===== src/rtl/round_robin_scheduler_core_assert.svh =====
// Assertion macros for the round-robin scheduler core.
// Used by the top level; expects i_clk and i_rst_n in scope.
`ifndef ROUND_ROBIN_SCHEDULER_CORE_ASSERT_SVH
`define ROUND_ROBIN_SCHEDULER_CORE_ASSERT_SVH
`ifndef SYNTH
`define RRS_ASSERT_IMP(lbl, ante, cons) \
    lbl: assert property (@(posedge i_clk) disable iff (!i_rst_n) (ante) |-> (cons)) \
        else $error("round robin scheduler check failed");
`define RRS_ASSERT_NXT(lbl, ante, cons) \
    lbl: assert property (@(posedge i_clk) disable iff (!i_rst_n) (ante) |=> (cons)) \
        else $error("round robin scheduler check failed");
`else
`define RRS_ASSERT_IMP(lbl, ante, cons)
`define RRS_ASSERT_NXT(lbl, ante, cons)
`endif
`endif


===== src/rtl/rrs_pkg.sv =====
// Shared types and constants for the round-robin scheduler core.
// No dependencies.
package rrs_pkg;

    localparam logic [23:0] TIME_MAX      = 24'hFF_FFFF;
    localparam logic [7:0]  QUANTUM_RESET = 8'd4;

    typedef struct packed {
        logic [15:0] arrival_time;
        logic [15:0] burst_time;
        logic        last;
    } t_in_word;

    typedef struct packed {
        logic [3:0]  process_index;
        logic [23:0] completion_time;
        logic [23:0] turnaround_time;
        logic [23:0] waiting_time;
        logic        final_result;
    } t_out_word;

    typedef enum logic [1:0] {
        AB_SEL_K   = 2'd0,
        AB_SEL_J   = 2'd1,
        AB_SEL_ORD = 2'd2
    } t_ab_sel;

    typedef struct packed {
        logic    load;
        logic    cnt_clr;
        logic    k_clr;
        logic    k_inc;
        logic    j_clr;
        logic    latch_ak;
        logic    rank_step;
        logic    j_inc;
        logic    ord_wr;
        logic    sim_init;
        logic    idx_latch;
        logic    adm_step;
        logic    pend_push;
        logic    jump_step;
        logic    pop;
        logic    slice;
        logic    out_ta;
        logic    out_load;
        t_ab_sel ab_sel;
    } t_cmd;

    typedef struct packed {
        logic k_last;
        logic j_last;
        logic ap_end;
        logic fifo_empty;
        logic arrived;
        logic bur_zero;
        logic out_free;
    } t_sts;

endpackage


===== src/rtl/rrs_ram.sv =====
// Generic single-write, single-read RAM with registered read data.
// No dependencies.
module rrs_ram #(
    parameter int WIDTH = 16,
    parameter int DEPTH = 16
) (
    input  logic                     i_clk,
    input  logic                     i_we,
    input  logic [$clog2(DEPTH)-1:0] i_waddr,
    input  logic [WIDTH-1:0]         i_wdata,
    input  logic [$clog2(DEPTH)-1:0] i_raddr,
    output logic [WIDTH-1:0]         o_rdata
);
    logic [WIDTH-1:0] r_mem [DEPTH];
    logic [WIDTH-1:0] r_rdata;

    always_ff @(posedge i_clk) begin
        if (i_we) begin
            r_mem[i_waddr] <= i_wdata;
        end
        r_rdata <= r_mem[i_raddr];
    end

    assign o_rdata = r_rdata;
endmodule


===== src/rtl/rrs_datapath.sv =====
// Datapath: process tables, sort order, ready queue, clock and result register.
// Depends on rrs_pkg and rrs_ram.
module rrs_datapath import rrs_pkg::*; #(
    parameter int MAX_PROCS = 16
) (
    input  logic      i_clk,
    input  logic      i_rst_n,
    input  logic      i_cfg_we,
    input  logic [7:0] i_cfg_data,
    input  t_in_word  i_in_word,
    input  logic      i_out_ready,
    output logic      o_out_valid,
    output t_out_word o_out_word,
    input  t_cmd      i_cmd,
    output t_sts      o_sts
);
    localparam int IW = $clog2(MAX_PROCS);
    localparam int CW = $clog2(MAX_PROCS + 1);
    localparam logic [CW-1:0] MAX_CNT  = CW'(MAX_PROCS);
    localparam logic [IW-1:0] LAST_IDX = IW'(MAX_PROCS - 1);

    logic [7:0]    r_quantum;
    logic [CW-1:0] r_cnt, r_k, r_j, r_ap, r_fcnt;
    logic [IW-1:0] r_rank, r_idx, r_head, r_tail, r_p;
    logic [15:0]   r_ak, r_b;
    logic [23:0]   r_t, r_c, r_ta;
    logic          r_pend, r_pend_nz, r_ovalid;
    t_out_word     r_oword;

    logic [31:0]   ab_rdata;
    logic [15:0]   ab_arr, ab_bur, rem_rdata, run, rem_new;
    logic [23:0]   cmp_rdata, t_new, wait_v;
    logic [IW-1:0] ord_rdata, fifo_rdata, ab_raddr, head_nx, tail_nx;
    logic [7:0]    q;
    logic [24:0]   sum;
    logic          load_wr, push_adm, push_pend, push, less, tie;
    logic [CW+3:0] kx;

    assign ab_arr  = ab_rdata[31:16];
    assign ab_bur  = ab_rdata[15:0];
    assign load_wr = i_cmd.load && (r_cnt < MAX_CNT);

    // one quantum slice
    assign q       = (r_quantum == 8'd0) ? 8'd1 : r_quantum;
    assign run     = (rem_rdata < {8'd0, q}) ? rem_rdata : {8'd0, q};
    assign sum     = {1'b0, r_t} + {9'd0, run};
    assign t_new   = sum[24] ? TIME_MAX : sum[23:0];
    assign rem_new = rem_rdata - run;

    assign push_adm  = i_cmd.adm_step && (ab_bur != 16'd0);
    assign push_pend = i_cmd.pend_push && r_pend && r_pend_nz;
    assign push      = push_adm || push_pend;
    assign head_nx   = (r_head == LAST_IDX) ? '0 : r_head + 1'b1;
    assign tail_nx   = (r_tail == LAST_IDX) ? '0 : r_tail + 1'b1;

    assign less = ab_arr < r_ak;
    assign tie  = (ab_arr == r_ak) && (r_j < r_k);

    assign wait_v = (r_ta > {8'd0, r_b}) ? r_ta - {8'd0, r_b} : 24'd0;
    assign kx     = {4'd0, r_k};

    always_comb begin
        case (i_cmd.ab_sel)
            AB_SEL_K:   ab_raddr = r_k[IW-1:0];
            AB_SEL_J:   ab_raddr = r_j[IW-1:0];
            AB_SEL_ORD: ab_raddr = ord_rdata;
            default:    ab_raddr = r_k[IW-1:0];
        endcase
    end

    rrs_ram #(.WIDTH(32), .DEPTH(MAX_PROCS)) u_ab_ram (
        .i_clk   (i_clk),
        .i_we    (load_wr),
        .i_waddr (r_cnt[IW-1:0]),
        .i_wdata ({i_in_word.arrival_time, i_in_word.burst_time}),
        .i_raddr (ab_raddr),
        .o_rdata (ab_rdata)
    );

    rrs_ram #(.WIDTH(16), .DEPTH(MAX_PROCS)) u_rem_ram (
        .i_clk   (i_clk),
        .i_we    (load_wr || i_cmd.slice),
        .i_waddr (i_cmd.load ? r_cnt[IW-1:0] : r_p),
        .i_wdata (i_cmd.load ? i_in_word.burst_time : rem_new),
        .i_raddr (fifo_rdata),
        .o_rdata (rem_rdata)
    );

    rrs_ram #(.WIDTH(24), .DEPTH(MAX_PROCS)) u_cmp_ram (
        .i_clk   (i_clk),
        .i_we    (load_wr || (i_cmd.slice && rem_new == 16'd0)),
        .i_waddr (i_cmd.load ? r_cnt[IW-1:0] : r_p),
        .i_wdata (i_cmd.load ? {8'd0, i_in_word.arrival_time} : t_new),
        .i_raddr (r_k[IW-1:0]),
        .o_rdata (cmp_rdata)
    );

    rrs_ram #(.WIDTH(IW), .DEPTH(MAX_PROCS)) u_ord_ram (
        .i_clk   (i_clk),
        .i_we    (i_cmd.ord_wr),
        .i_waddr (r_rank),
        .i_wdata (r_k[IW-1:0]),
        .i_raddr (r_ap[IW-1:0]),
        .o_rdata (ord_rdata)
    );

    rrs_ram #(.WIDTH(IW), .DEPTH(MAX_PROCS)) u_fifo_ram (
        .i_clk   (i_clk),
        .i_we    (push),
        .i_waddr (r_tail),
        .i_wdata (push_adm ? r_idx : r_p),
        .i_raddr (r_head),
        .o_rdata (fifo_rdata)
    );

    always_ff @(posedge i_clk) begin
        if (!i_rst_n) begin
            r_quantum <= QUANTUM_RESET;
            r_cnt     <= '0;
            r_k       <= '0;
            r_j       <= '0;
            r_ap      <= '0;
            r_fcnt    <= '0;
            r_head    <= '0;
            r_tail    <= '0;
            r_pend    <= 1'b0;
            r_ovalid  <= 1'b0;
            r_t       <= '0;
        end else begin
            if (i_cfg_we) begin
                r_quantum <= i_cfg_data;
            end
            if (load_wr) begin
                r_cnt <= r_cnt + 1'b1;
            end else if (i_cmd.cnt_clr) begin
                r_cnt <= '0;
            end
            if (i_cmd.k_clr) begin
                r_k <= '0;
            end else if (i_cmd.k_inc) begin
                r_k <= r_k + 1'b1;
            end
            if (i_cmd.j_clr) begin
                r_j <= '0;
            end else if (i_cmd.j_inc) begin
                r_j <= r_j + 1'b1;
            end
            if (i_cmd.sim_init) begin
                r_t    <= '0;
                r_ap   <= '0;
                r_head <= '0;
                r_tail <= '0;
                r_fcnt <= '0;
                r_pend <= 1'b0;
            end else begin
                if (i_cmd.adm_step || (i_cmd.jump_step && ab_bur == 16'd0)) begin
                    r_ap <= r_ap + 1'b1;
                end
                if (i_cmd.jump_step && ab_bur != 16'd0 && {8'd0, ab_arr} > r_t) begin
                    r_t <= {8'd0, ab_arr};
                end else if (i_cmd.slice) begin
                    r_t <= t_new;
                end
                if (push) begin
                    r_tail <= tail_nx;
                    r_fcnt <= r_fcnt + 1'b1;
                end else if (i_cmd.pop) begin
                    r_head <= head_nx;
                    r_fcnt <= r_fcnt - 1'b1;
                end
                if (i_cmd.slice) begin
                    r_pend <= 1'b1;
                end else if (i_cmd.pend_push) begin
                    r_pend <= 1'b0;
                end
            end
            if (i_cmd.out_load) begin
                r_ovalid <= 1'b1;
            end else if (i_out_ready) begin
                r_ovalid <= 1'b0;
            end
        end
    end

    // payload registers
    always_ff @(posedge i_clk) begin
        if (i_cmd.latch_ak) begin
            r_ak   <= ab_arr;
            r_rank <= '0;
        end else if (i_cmd.rank_step && (less || tie)) begin
            r_rank <= r_rank + 1'b1;
        end
        if (i_cmd.idx_latch) begin
            r_idx <= ord_rdata;
        end
        if (i_cmd.pop) begin
            r_p <= fifo_rdata;
        end
        if (i_cmd.slice) begin
            r_pend_nz <= (rem_new != 16'd0);
        end
        if (i_cmd.out_ta) begin
            r_c  <= cmp_rdata;
            r_ta <= (cmp_rdata > {8'd0, ab_arr}) ? cmp_rdata - {8'd0, ab_arr} : 24'd0;
            r_b  <= ab_bur;
        end
        if (i_cmd.out_load) begin
            r_oword.process_index   <= kx[3:0];
            r_oword.completion_time <= r_c;
            r_oword.turnaround_time <= r_ta;
            r_oword.waiting_time    <= wait_v;
            r_oword.final_result    <= o_sts.k_last;
        end
    end

    assign o_sts.k_last     = ({1'b0, r_k} + 1'b1) == {1'b0, r_cnt};
    assign o_sts.j_last     = ({1'b0, r_j} + 1'b1) == {1'b0, r_cnt};
    assign o_sts.ap_end     = (r_ap == r_cnt);
    assign o_sts.fifo_empty = (r_fcnt == '0);
    assign o_sts.arrived    = ({8'd0, ab_arr} <= r_t);
    assign o_sts.bur_zero   = (ab_bur == 16'd0);
    assign o_sts.out_free   = !r_ovalid || i_out_ready;

    assign o_out_valid = r_ovalid;
    assign o_out_word  = r_oword;
endmodule


===== src/rtl/rrs_ctrl.sv =====
// Controller state machine: load, sort, round-robin run and result drain.
// Depends on rrs_pkg.
module rrs_ctrl import rrs_pkg::*; (
    input  logic i_clk,
    input  logic i_rst_n,
    input  logic i_in_valid,
    input  logic i_last,
    output logic o_in_ready,
    output t_cmd o_cmd,
    input  t_sts i_sts
);
    typedef enum logic [16:0] {
        S_LOAD = 17'h00001,
        S_SK   = 17'h00002,
        S_SKW  = 17'h00004,
        S_SJ   = 17'h00008,
        S_SJW  = 17'h00010,
        S_SW   = 17'h00020,
        S_ADM  = 17'h00040,
        S_A1   = 17'h00080,
        S_A2   = 17'h00100,
        S_DISP = 17'h00200,
        S_J1   = 17'h00400,
        S_J2   = 17'h00800,
        S_P1   = 17'h01000,
        S_P2   = 17'h02000,
        S_OUT  = 17'h04000,
        S_O1   = 17'h08000,
        S_O2   = 17'h10000
    } t_state;

    t_state r_state, n_state;
    logic   acc;

    assign o_in_ready = (r_state == S_LOAD);
    assign acc        = i_in_valid && o_in_ready;

    always_comb begin
        n_state = r_state;
        o_cmd   = '0;
        case (r_state)
            S_LOAD: begin
                o_cmd.load = acc;
                if (acc && i_last) begin
                    o_cmd.k_clr = 1'b1;
                    n_state     = S_SK;
                end
            end
            S_SK: begin
                o_cmd.j_clr = 1'b1;
                n_state     = S_SKW;
            end
            S_SKW: begin
                o_cmd.latch_ak = 1'b1;
                n_state        = S_SJ;
            end
            S_SJ: begin
                o_cmd.ab_sel = AB_SEL_J;
                n_state      = S_SJW;
            end
            S_SJW: begin
                o_cmd.rank_step = 1'b1;
                o_cmd.j_inc     = 1'b1;
                n_state         = i_sts.j_last ? S_SW : S_SJ;
            end
            S_SW: begin
                o_cmd.ord_wr = 1'b1;
                o_cmd.k_inc  = 1'b1;
                if (i_sts.k_last) begin
                    o_cmd.sim_init = 1'b1;
                    n_state        = S_ADM;
                end else begin
                    n_state = S_SK;
                end
            end
            S_ADM: begin
                if (i_sts.ap_end) begin
                    o_cmd.pend_push = 1'b1;
                    n_state         = S_DISP;
                end else begin
                    n_state = S_A1;
                end
            end
            S_A1: begin
                o_cmd.ab_sel    = AB_SEL_ORD;
                o_cmd.idx_latch = 1'b1;
                n_state         = S_A2;
            end
            S_A2: begin
                if (i_sts.arrived) begin
                    o_cmd.adm_step = 1'b1;
                    n_state        = S_ADM;
                end else begin
                    o_cmd.pend_push = 1'b1;
                    n_state         = S_DISP;
                end
            end
            S_DISP: begin
                if (!i_sts.fifo_empty) begin
                    n_state = S_P1;
                end else if (i_sts.ap_end) begin
                    o_cmd.k_clr = 1'b1;
                    n_state     = S_OUT;
                end else begin
                    n_state = S_J1;
                end
            end
            S_J1: begin
                o_cmd.ab_sel = AB_SEL_ORD;
                n_state      = S_J2;
            end
            S_J2: begin
                o_cmd.jump_step = 1'b1;
                n_state         = i_sts.bur_zero ? S_DISP : S_ADM;
            end
            S_P1: begin
                o_cmd.pop = 1'b1;
                n_state   = S_P2;
            end
            S_P2: begin
                o_cmd.slice = 1'b1;
                n_state     = S_ADM;
            end
            S_OUT: begin
                n_state = S_O1;
            end
            S_O1: begin
                o_cmd.out_ta = 1'b1;
                n_state      = S_O2;
            end
            S_O2: begin
                if (i_sts.out_free) begin
                    o_cmd.out_load = 1'b1;
                    o_cmd.k_inc    = 1'b1;
                    if (i_sts.k_last) begin
                        o_cmd.cnt_clr = 1'b1;
                        n_state       = S_LOAD;
                    end else begin
                        n_state = S_OUT;
                    end
                end
            end
            default: begin
                n_state = S_LOAD;
            end
        endcase
    end

    always_ff @(posedge i_clk) begin
        if (!i_rst_n) begin
            r_state <= S_LOAD;
        end else begin
            r_state <= n_state;
        end
    end
endmodule


===== src/rtl/round_robin_scheduler_core.sv =====
// Top level of the round-robin scheduler core: controller plus datapath.
// Depends on rrs_pkg, rrs_ctrl, rrs_datapath and the assertion macro header.
//
//  channel   direction  handshake                 word
//  in        input      i_in_valid / o_in_ready   i_in_word  (t_in_word)
//  out       output     o_out_valid / i_out_ready o_out_word (t_out_word)
//  cfg       input      i_cfg_we (no wait)        i_cfg_data (quantum)
//
// Loading accepts one word per cycle. After the word with last set, the core sorts the
// set by arrival with a rank count through the table RAM. The run then pops the ready
// queue and gives each process a slice of up to one quantum, admitting processes that
// have arrived; when the queue is empty it jumps the clock to the next arrival. Results
// then leave through one output register, which an output stall can hold.
// Reset is synchronous and active low; the RAMs need no clearing pass.
`include "round_robin_scheduler_core_assert.svh"
module round_robin_scheduler_core import rrs_pkg::*; #(
    parameter int MAX_PROCS = 16
) (
    input  logic       i_clk,
    input  logic       i_rst_n,
    input  logic       i_cfg_we,
    input  logic [7:0] i_cfg_data,
    input  logic       i_in_valid,
    output logic       o_in_ready,
    input  t_in_word   i_in_word,
    output logic       o_out_valid,
    input  logic       i_out_ready,
    output t_out_word  o_out_word
);
    t_cmd cmd;
    t_sts sts;
    logic out_acc;
    logic times_ok;

    // sequencer: owns the input handshake and steps the datapath
    rrs_ctrl u_ctrl (
        .i_clk      (i_clk),
        .i_rst_n    (i_rst_n),
        .i_in_valid (i_in_valid),
        .i_last     (i_in_word.last),
        .o_in_ready (o_in_ready),
        .o_cmd      (cmd),
        .i_sts      (sts)
    );

    // tables, ready queue, simulated clock and output register
    rrs_datapath #(.MAX_PROCS(MAX_PROCS)) u_dp (
        .i_clk       (i_clk),
        .i_rst_n     (i_rst_n),
        .i_cfg_we    (i_cfg_we),
        .i_cfg_data  (i_cfg_data),
        .i_in_word   (i_in_word),
        .i_out_ready (i_out_ready),
        .o_out_valid (o_out_valid),
        .o_out_word  (o_out_word),
        .i_cmd       (cmd),
        .o_sts       (sts)
    );

    assign out_acc  = o_out_valid && i_out_ready;
    assign times_ok = (o_out_word.turnaround_time <= o_out_word.completion_time) &&
                      (o_out_word.waiting_time <= o_out_word.turnaround_time);

    // the final result leaves only once loading has reopened
    `RRS_ASSERT_IMP(a_final_reopens, out_acc && o_out_word.final_result, o_in_ready)
    // a last word closes the input for the run
    `RRS_ASSERT_NXT(a_last_closes, i_in_valid && o_in_ready && i_in_word.last, !o_in_ready)
    // times are ordered: waiting <= turnaround <= completion
    `RRS_ASSERT_IMP(a_time_order, o_out_valid, times_ok)
endmodule

===== config.mk =====
export PLATFORM = sky130hd
export DESIGN_NAME = round_robin_scheduler_core
export DESIGN_NICKNAME = d
export VERILOG_FILES = /design/src/rtl/rrs_pkg.sv /design/src/rtl/rrs_ram.sv /design/src/rtl/rrs_datapath.sv /design/src/rtl/rrs_ctrl.sv /design/src/rtl/round_robin_scheduler_core.sv
export VERILOG_INCLUDE_DIRS = /design/src /design/src/rtl
export SDC_FILE = /design/constraint.sdc
export NUM_CORES = 2
export LEC_CHECK = 0
export BUFFER_PORTS_ARGS = -buffer_cell sky130_fd_sc_hd__buf_4
export CAP_MARGIN = 20
export CORE_UTILIZATION = 35
export CTS_BUF_LIST = sky130_fd_sc_hd__clkbuf_8 sky130_fd_sc_hd__clkbuf_16
export CTS_CLUSTER_DIAMETER = 50
export DETAILED_ROUTE_END_ITERATION = 10
export MAX_ROUTING_LAYER = met4
export PLACE_DENSITY = 0.57
export SETUP_SLACK_MARGIN = 0.1
export SKIP_LAST_GASP = 1
export SYNTH_ARGS = -nofsm -noshare
export SYNTH_HDL_FRONTEND = slang
export SYNTH_SLANG_ARGS = --single-unit

===== constraint.sdc =====
create_clock -name i_clk -period 17.3 [get_ports i_clk]
set_input_delay 4.325 -clock i_clk [delete_from_list [all_inputs] [get_ports i_clk]]
set_output_delay 4.325 -clock i_clk [all_outputs]
set_load 0.05 [all_outputs]

==> key figures <==
Synth
  – Most area-hungry cell type in the Yosys netlist: edfxtp_1
  – Mapped cell area: 65180 um^2
  – Syn Inst Count: approximately 3600
  – Sequential element share of the synthesized area: a little under three quarters
  – Synth top area share: 66.62%
  – Top post-synthesis cells by area: edfxtp_1, mux4_2, dfxtp_1
  – Yosys cell types: 80
  – Yosys warns: 0
  – Main synth FF type: edfxtp_1
  – Number of synthesized flops with an enable pin: between 1000 and 1500
  – Avg Cell Area, Syn: between 15 and 20 um^2
  – Asr flop ratio synth: 0%
  – Synth Register Bits: 1614

Worst setup path
  – Critical path arrival: about 2700 ps
  – CP Buf/Inv Count: 1
  – CP Max Fanout: 9
  – Worst setup startpoint: u_ctrl.r_state[9]
  – Crit-path cells: nor3_1 -> nand2_1 -> nor2_1 -> and2_1 -> buf_4
  – Crit path to: o_in_ready
  – Worst reg-to-reg setup slack: around 11000 ps
  – Worst path top cell family by delay: simple AND/OR/NAND/NOR gates
  – Critical-path top delay cell: nor2_1
  – Crit path depth: 5
  – Critical path class: reg -> out
  – Worst setup SP type: flip-flop
  – Crit Reg-Reg Endpoint: u_dp.u_cmp_ram.r_mem[7][5]
  – CP peak stage delay: between 300 and 400 ps
  – Launching point of the worst reg2reg path: u_dp.u_rem_ram.o_rdata[10]
  – Critical path endpoint category: output pin
  – Critical path data required time: 12980 ps
  – Cell depth of the worst flop-to-flop path: 17

Run
  – Max-Cap Viols: 0

GRT
  – Grt total ovfl: 0
  – Global Route met2 Usage: 28.65%
  – Vias in the first global route: 33540
  – Most used routing layer: met2
  – M3 GR Usage: 2.683%
  – Global-route wire length before repair: 238.7 mm
  – Overall Global Routing Usage: 18.19%
  – Largest net degree at the start of global routing: approximately 130
  – Met1 GRT Util: 24.26%
  – Initial antenna violation count: 7

Timing
  – Total negative slack: 0 ps
  – Final Hold Vio Count: 0
  – Period minus WS final: 6978 ps
  – Hold Slack: around 420 ps
  – Final setup viols: 0
  – Max Fclk: 143.3 MHz
  – Clock skew: 43.86 ps
  – Final Max Tran Viols: 0
  – RSZ-0062 raised after global routing: false
  – Tcrit/Tclk final: approximately two fifths
  – Worst slew pin tran: 1130 ps
  – Slew margin rel.: 24.52%

Detailed routing
  – Via density: 5.222
  – Total wire length: about 170 mm
  – Via count: 33830
  – First-pass DRT Iterations: 6
  – DRT antenna net count: 0
  – Iteration-0 DRC Markers: ~3000
  – Routed WL per cell: 25.71 um
  – DRC Markers: 0

Placed design
  – Hpwl dp: around 110 mm
  – RD Place Congestion: 0.8892
  – Placed cells: between 6000 and 7000
  – Port Buffer Count: ~120

Hold path
  – Hold WC Path Type: reg -> reg

Die
  – Core ar.: 185200 um^2
  – Die outline height: 433.6 um
  – Die width: 433.6 um
  – Row count: 158
  – Initial Util: 35.19%
  – # IOs: 125
  – Die area: 188000 um^2

Clocking
  – Num CTS Buffers: 168
  – CTS tree: built
  – CTS Sinks: ~1600
  – Worst skew pair latency: 820 ps
  – Clock Tree Root: clkbuf_16
  – Reg clk slew, reported paths: 60 ps
  – H-tree depth: 4
  – PostCTS Resize Cnt: 0
  – Hold_buf cts: 0
  – Longest Clk Path Bufs: 3
  – Setup Buffers After CTS: 0

Final layout
  – Fillers: around 17000
  – Nets: about 4000
  – Non-Filler Instances: 6478
  – Synthesis-to-finish area growth: 15.45%
  – Layout cell share with drive strength beyond 1: 23.83%

Power
  – Pwr Density: 107.8 nW/um^2
  – VDD IR max: 0.00009678 V
  – Total power: 8.114 mW
  – P_leak: 24.60 nW

Status
  – Status: finished, final reports clean
==> sequential cells by signal (all words and copies together) (netlist names), 17 cells and up <==
register / cells
u_dp.u_ord_ram.r_mem: 64
u_dp.u_ab_ram.o_rdata: 32
u_dp.u_rem_ram.r_mem: 256
u_dp.r_t: 24
u_dp.r_ta: 24
u_dp.r_c: 24
u_dp.u_ab_ram.r_mem: 512
u_dp.u_cmp_ram.o_rdata: 24
u_ctrl.r_state: 17
u_dp.u_cmp_ram.r_mem: 384
u_dp.o_out_word: 77
u_dp.u_fifo_ram.r_mem: 64
==> synth_stat cells, types with 6 or more instances <==
master,n
edfxtp_1,1446
a21o_1,28
a211oi_1,43
o211ai_1,6
o31ai_1,7
buf_1,37
nand2_1,92
o21ai_0,64
a21oi_1,142
and3_1,11
a41oi_1,6
and4_1,6
buf_2,12
nor4_1,22
clkbuf_1,98
nand3_1,33
xnor2_1,57
or3_1,16
nor2b_1,46
nand4_1,24
or4_1,7
nor2_1,223
mux2i_1,61
o21a_1,17
inv_1,114
and2_1,9
a22oi_1,20
or2_2,12
xor2_1,38
a31oi_1,10
ha_1,120
nor3_1,85
mux4_2,368
nand2b_1,26
mux2_2,13
o22ai_1,8
a31o_2,6
nor3b_1,8
dfxtp_1,168
==> cells by family (layout without fill, tap and decap cells) <==
| group | Yosys count | in the layout | synth area share, % |
|---|---|---|---|
| flip-flops | 1614 | 1614 | 71.78 |
| multiplexers | 442 | 442 | 13.88 |
| other | 1 | 11 | 0.005753 |
| AO/OA/AOI/OAI | 410 | 410 | 4.016 |
| XOR/XNOR | 95 | 95 | 1.276 |
| buffers and inverters | 266 | 653 | 1.570 |
| adder cells (fa/ha/maj) | 125 | 125 | 2.457 |
| AND/OR/NAND/NOR | 648 | 648 | 5.023 |
==> power by group <==
| group | internal [mW] | leakage [nW] | switching (mW) | total, mW |
|---|---|---|---|---|
| clock network | 1.95 | 2.77 | 1.52 | 3.47 |
| logic | 0.0929 | 7.64 | 0.216 | 0.309 |
| registers | 4.31 | 14.2 | 0.0281 | 4.34 |
==> layer usage <==
metal  share of wire (%)  wire length (um)
met4                 3.2              5274
met2                  48             80230
met3                 4.9              8233
met5                   0                 0
met1                  44             72820
==> final cells by class <==
cell class	count	area (um^2)	area share [%]
Clock buffer	182	4464	5.933
Clock inverter	129	895.9	1.190
Antenna cell	3	7.507	0.009976
Multi-Input combinational cell	1728	17740	23.57
Inverter	118	445.4	0.5919
Tap cell	2480	3103	4.124
Sequential cell	1614	46800	62.19
Timing Repair Buffer	224	1800	2.393
==> how the worst min path moves through the flow <==
stage | from | end | slack [ps] | cells after the start
2_1_floorplan | u_dp.r_c[0] | u_dp.o_out_word[49] | 400 | 0
3_3_place_gp | u_dp.r_c[7] | u_dp.o_out_word[56] | 410 | 0
3_5_place_dp | u_dp.r_c[14] | u_dp.o_out_word[63] | 410 | 0
4_1_cts | u_dp.r_c[19] | u_dp.o_out_word[68] | 420 | 0
5_1_grt | u_dp.r_c[13] | u_dp.o_out_word[62] | 430 | 0
6_report | u_dp.r_c[19] | u_dp.o_out_word[68] | 420 | 0
==> per-stage QoR <==
step | util [%] | setup slack (ps) | area, um^2
after floorplan | - | 9525 | 65210
after global placement | 37.52 | 10360 | 69500
after detailed placement | 37.56 | 10320 | 69570
after CTS | 40.45 | 10240 | 74930
after global routing | 40.62 | 10100 | 75250
final | 40.62 | 10320 | 75250
==> placed cells by master (no fill, tap or decap), drive strengths merged, types with 64 or more instances in the layout <==
cell / count
a21oi: 142
buf: 220
clkbuf: 186
clkinv: 64
dfxtp: 168
edfxtp: 1446
ha: 120
inv: 171
mux4: 368
nand2: 93
nor2: 223
nor3: 85
o21ai: 68
(Power assumes the default switching activity.)
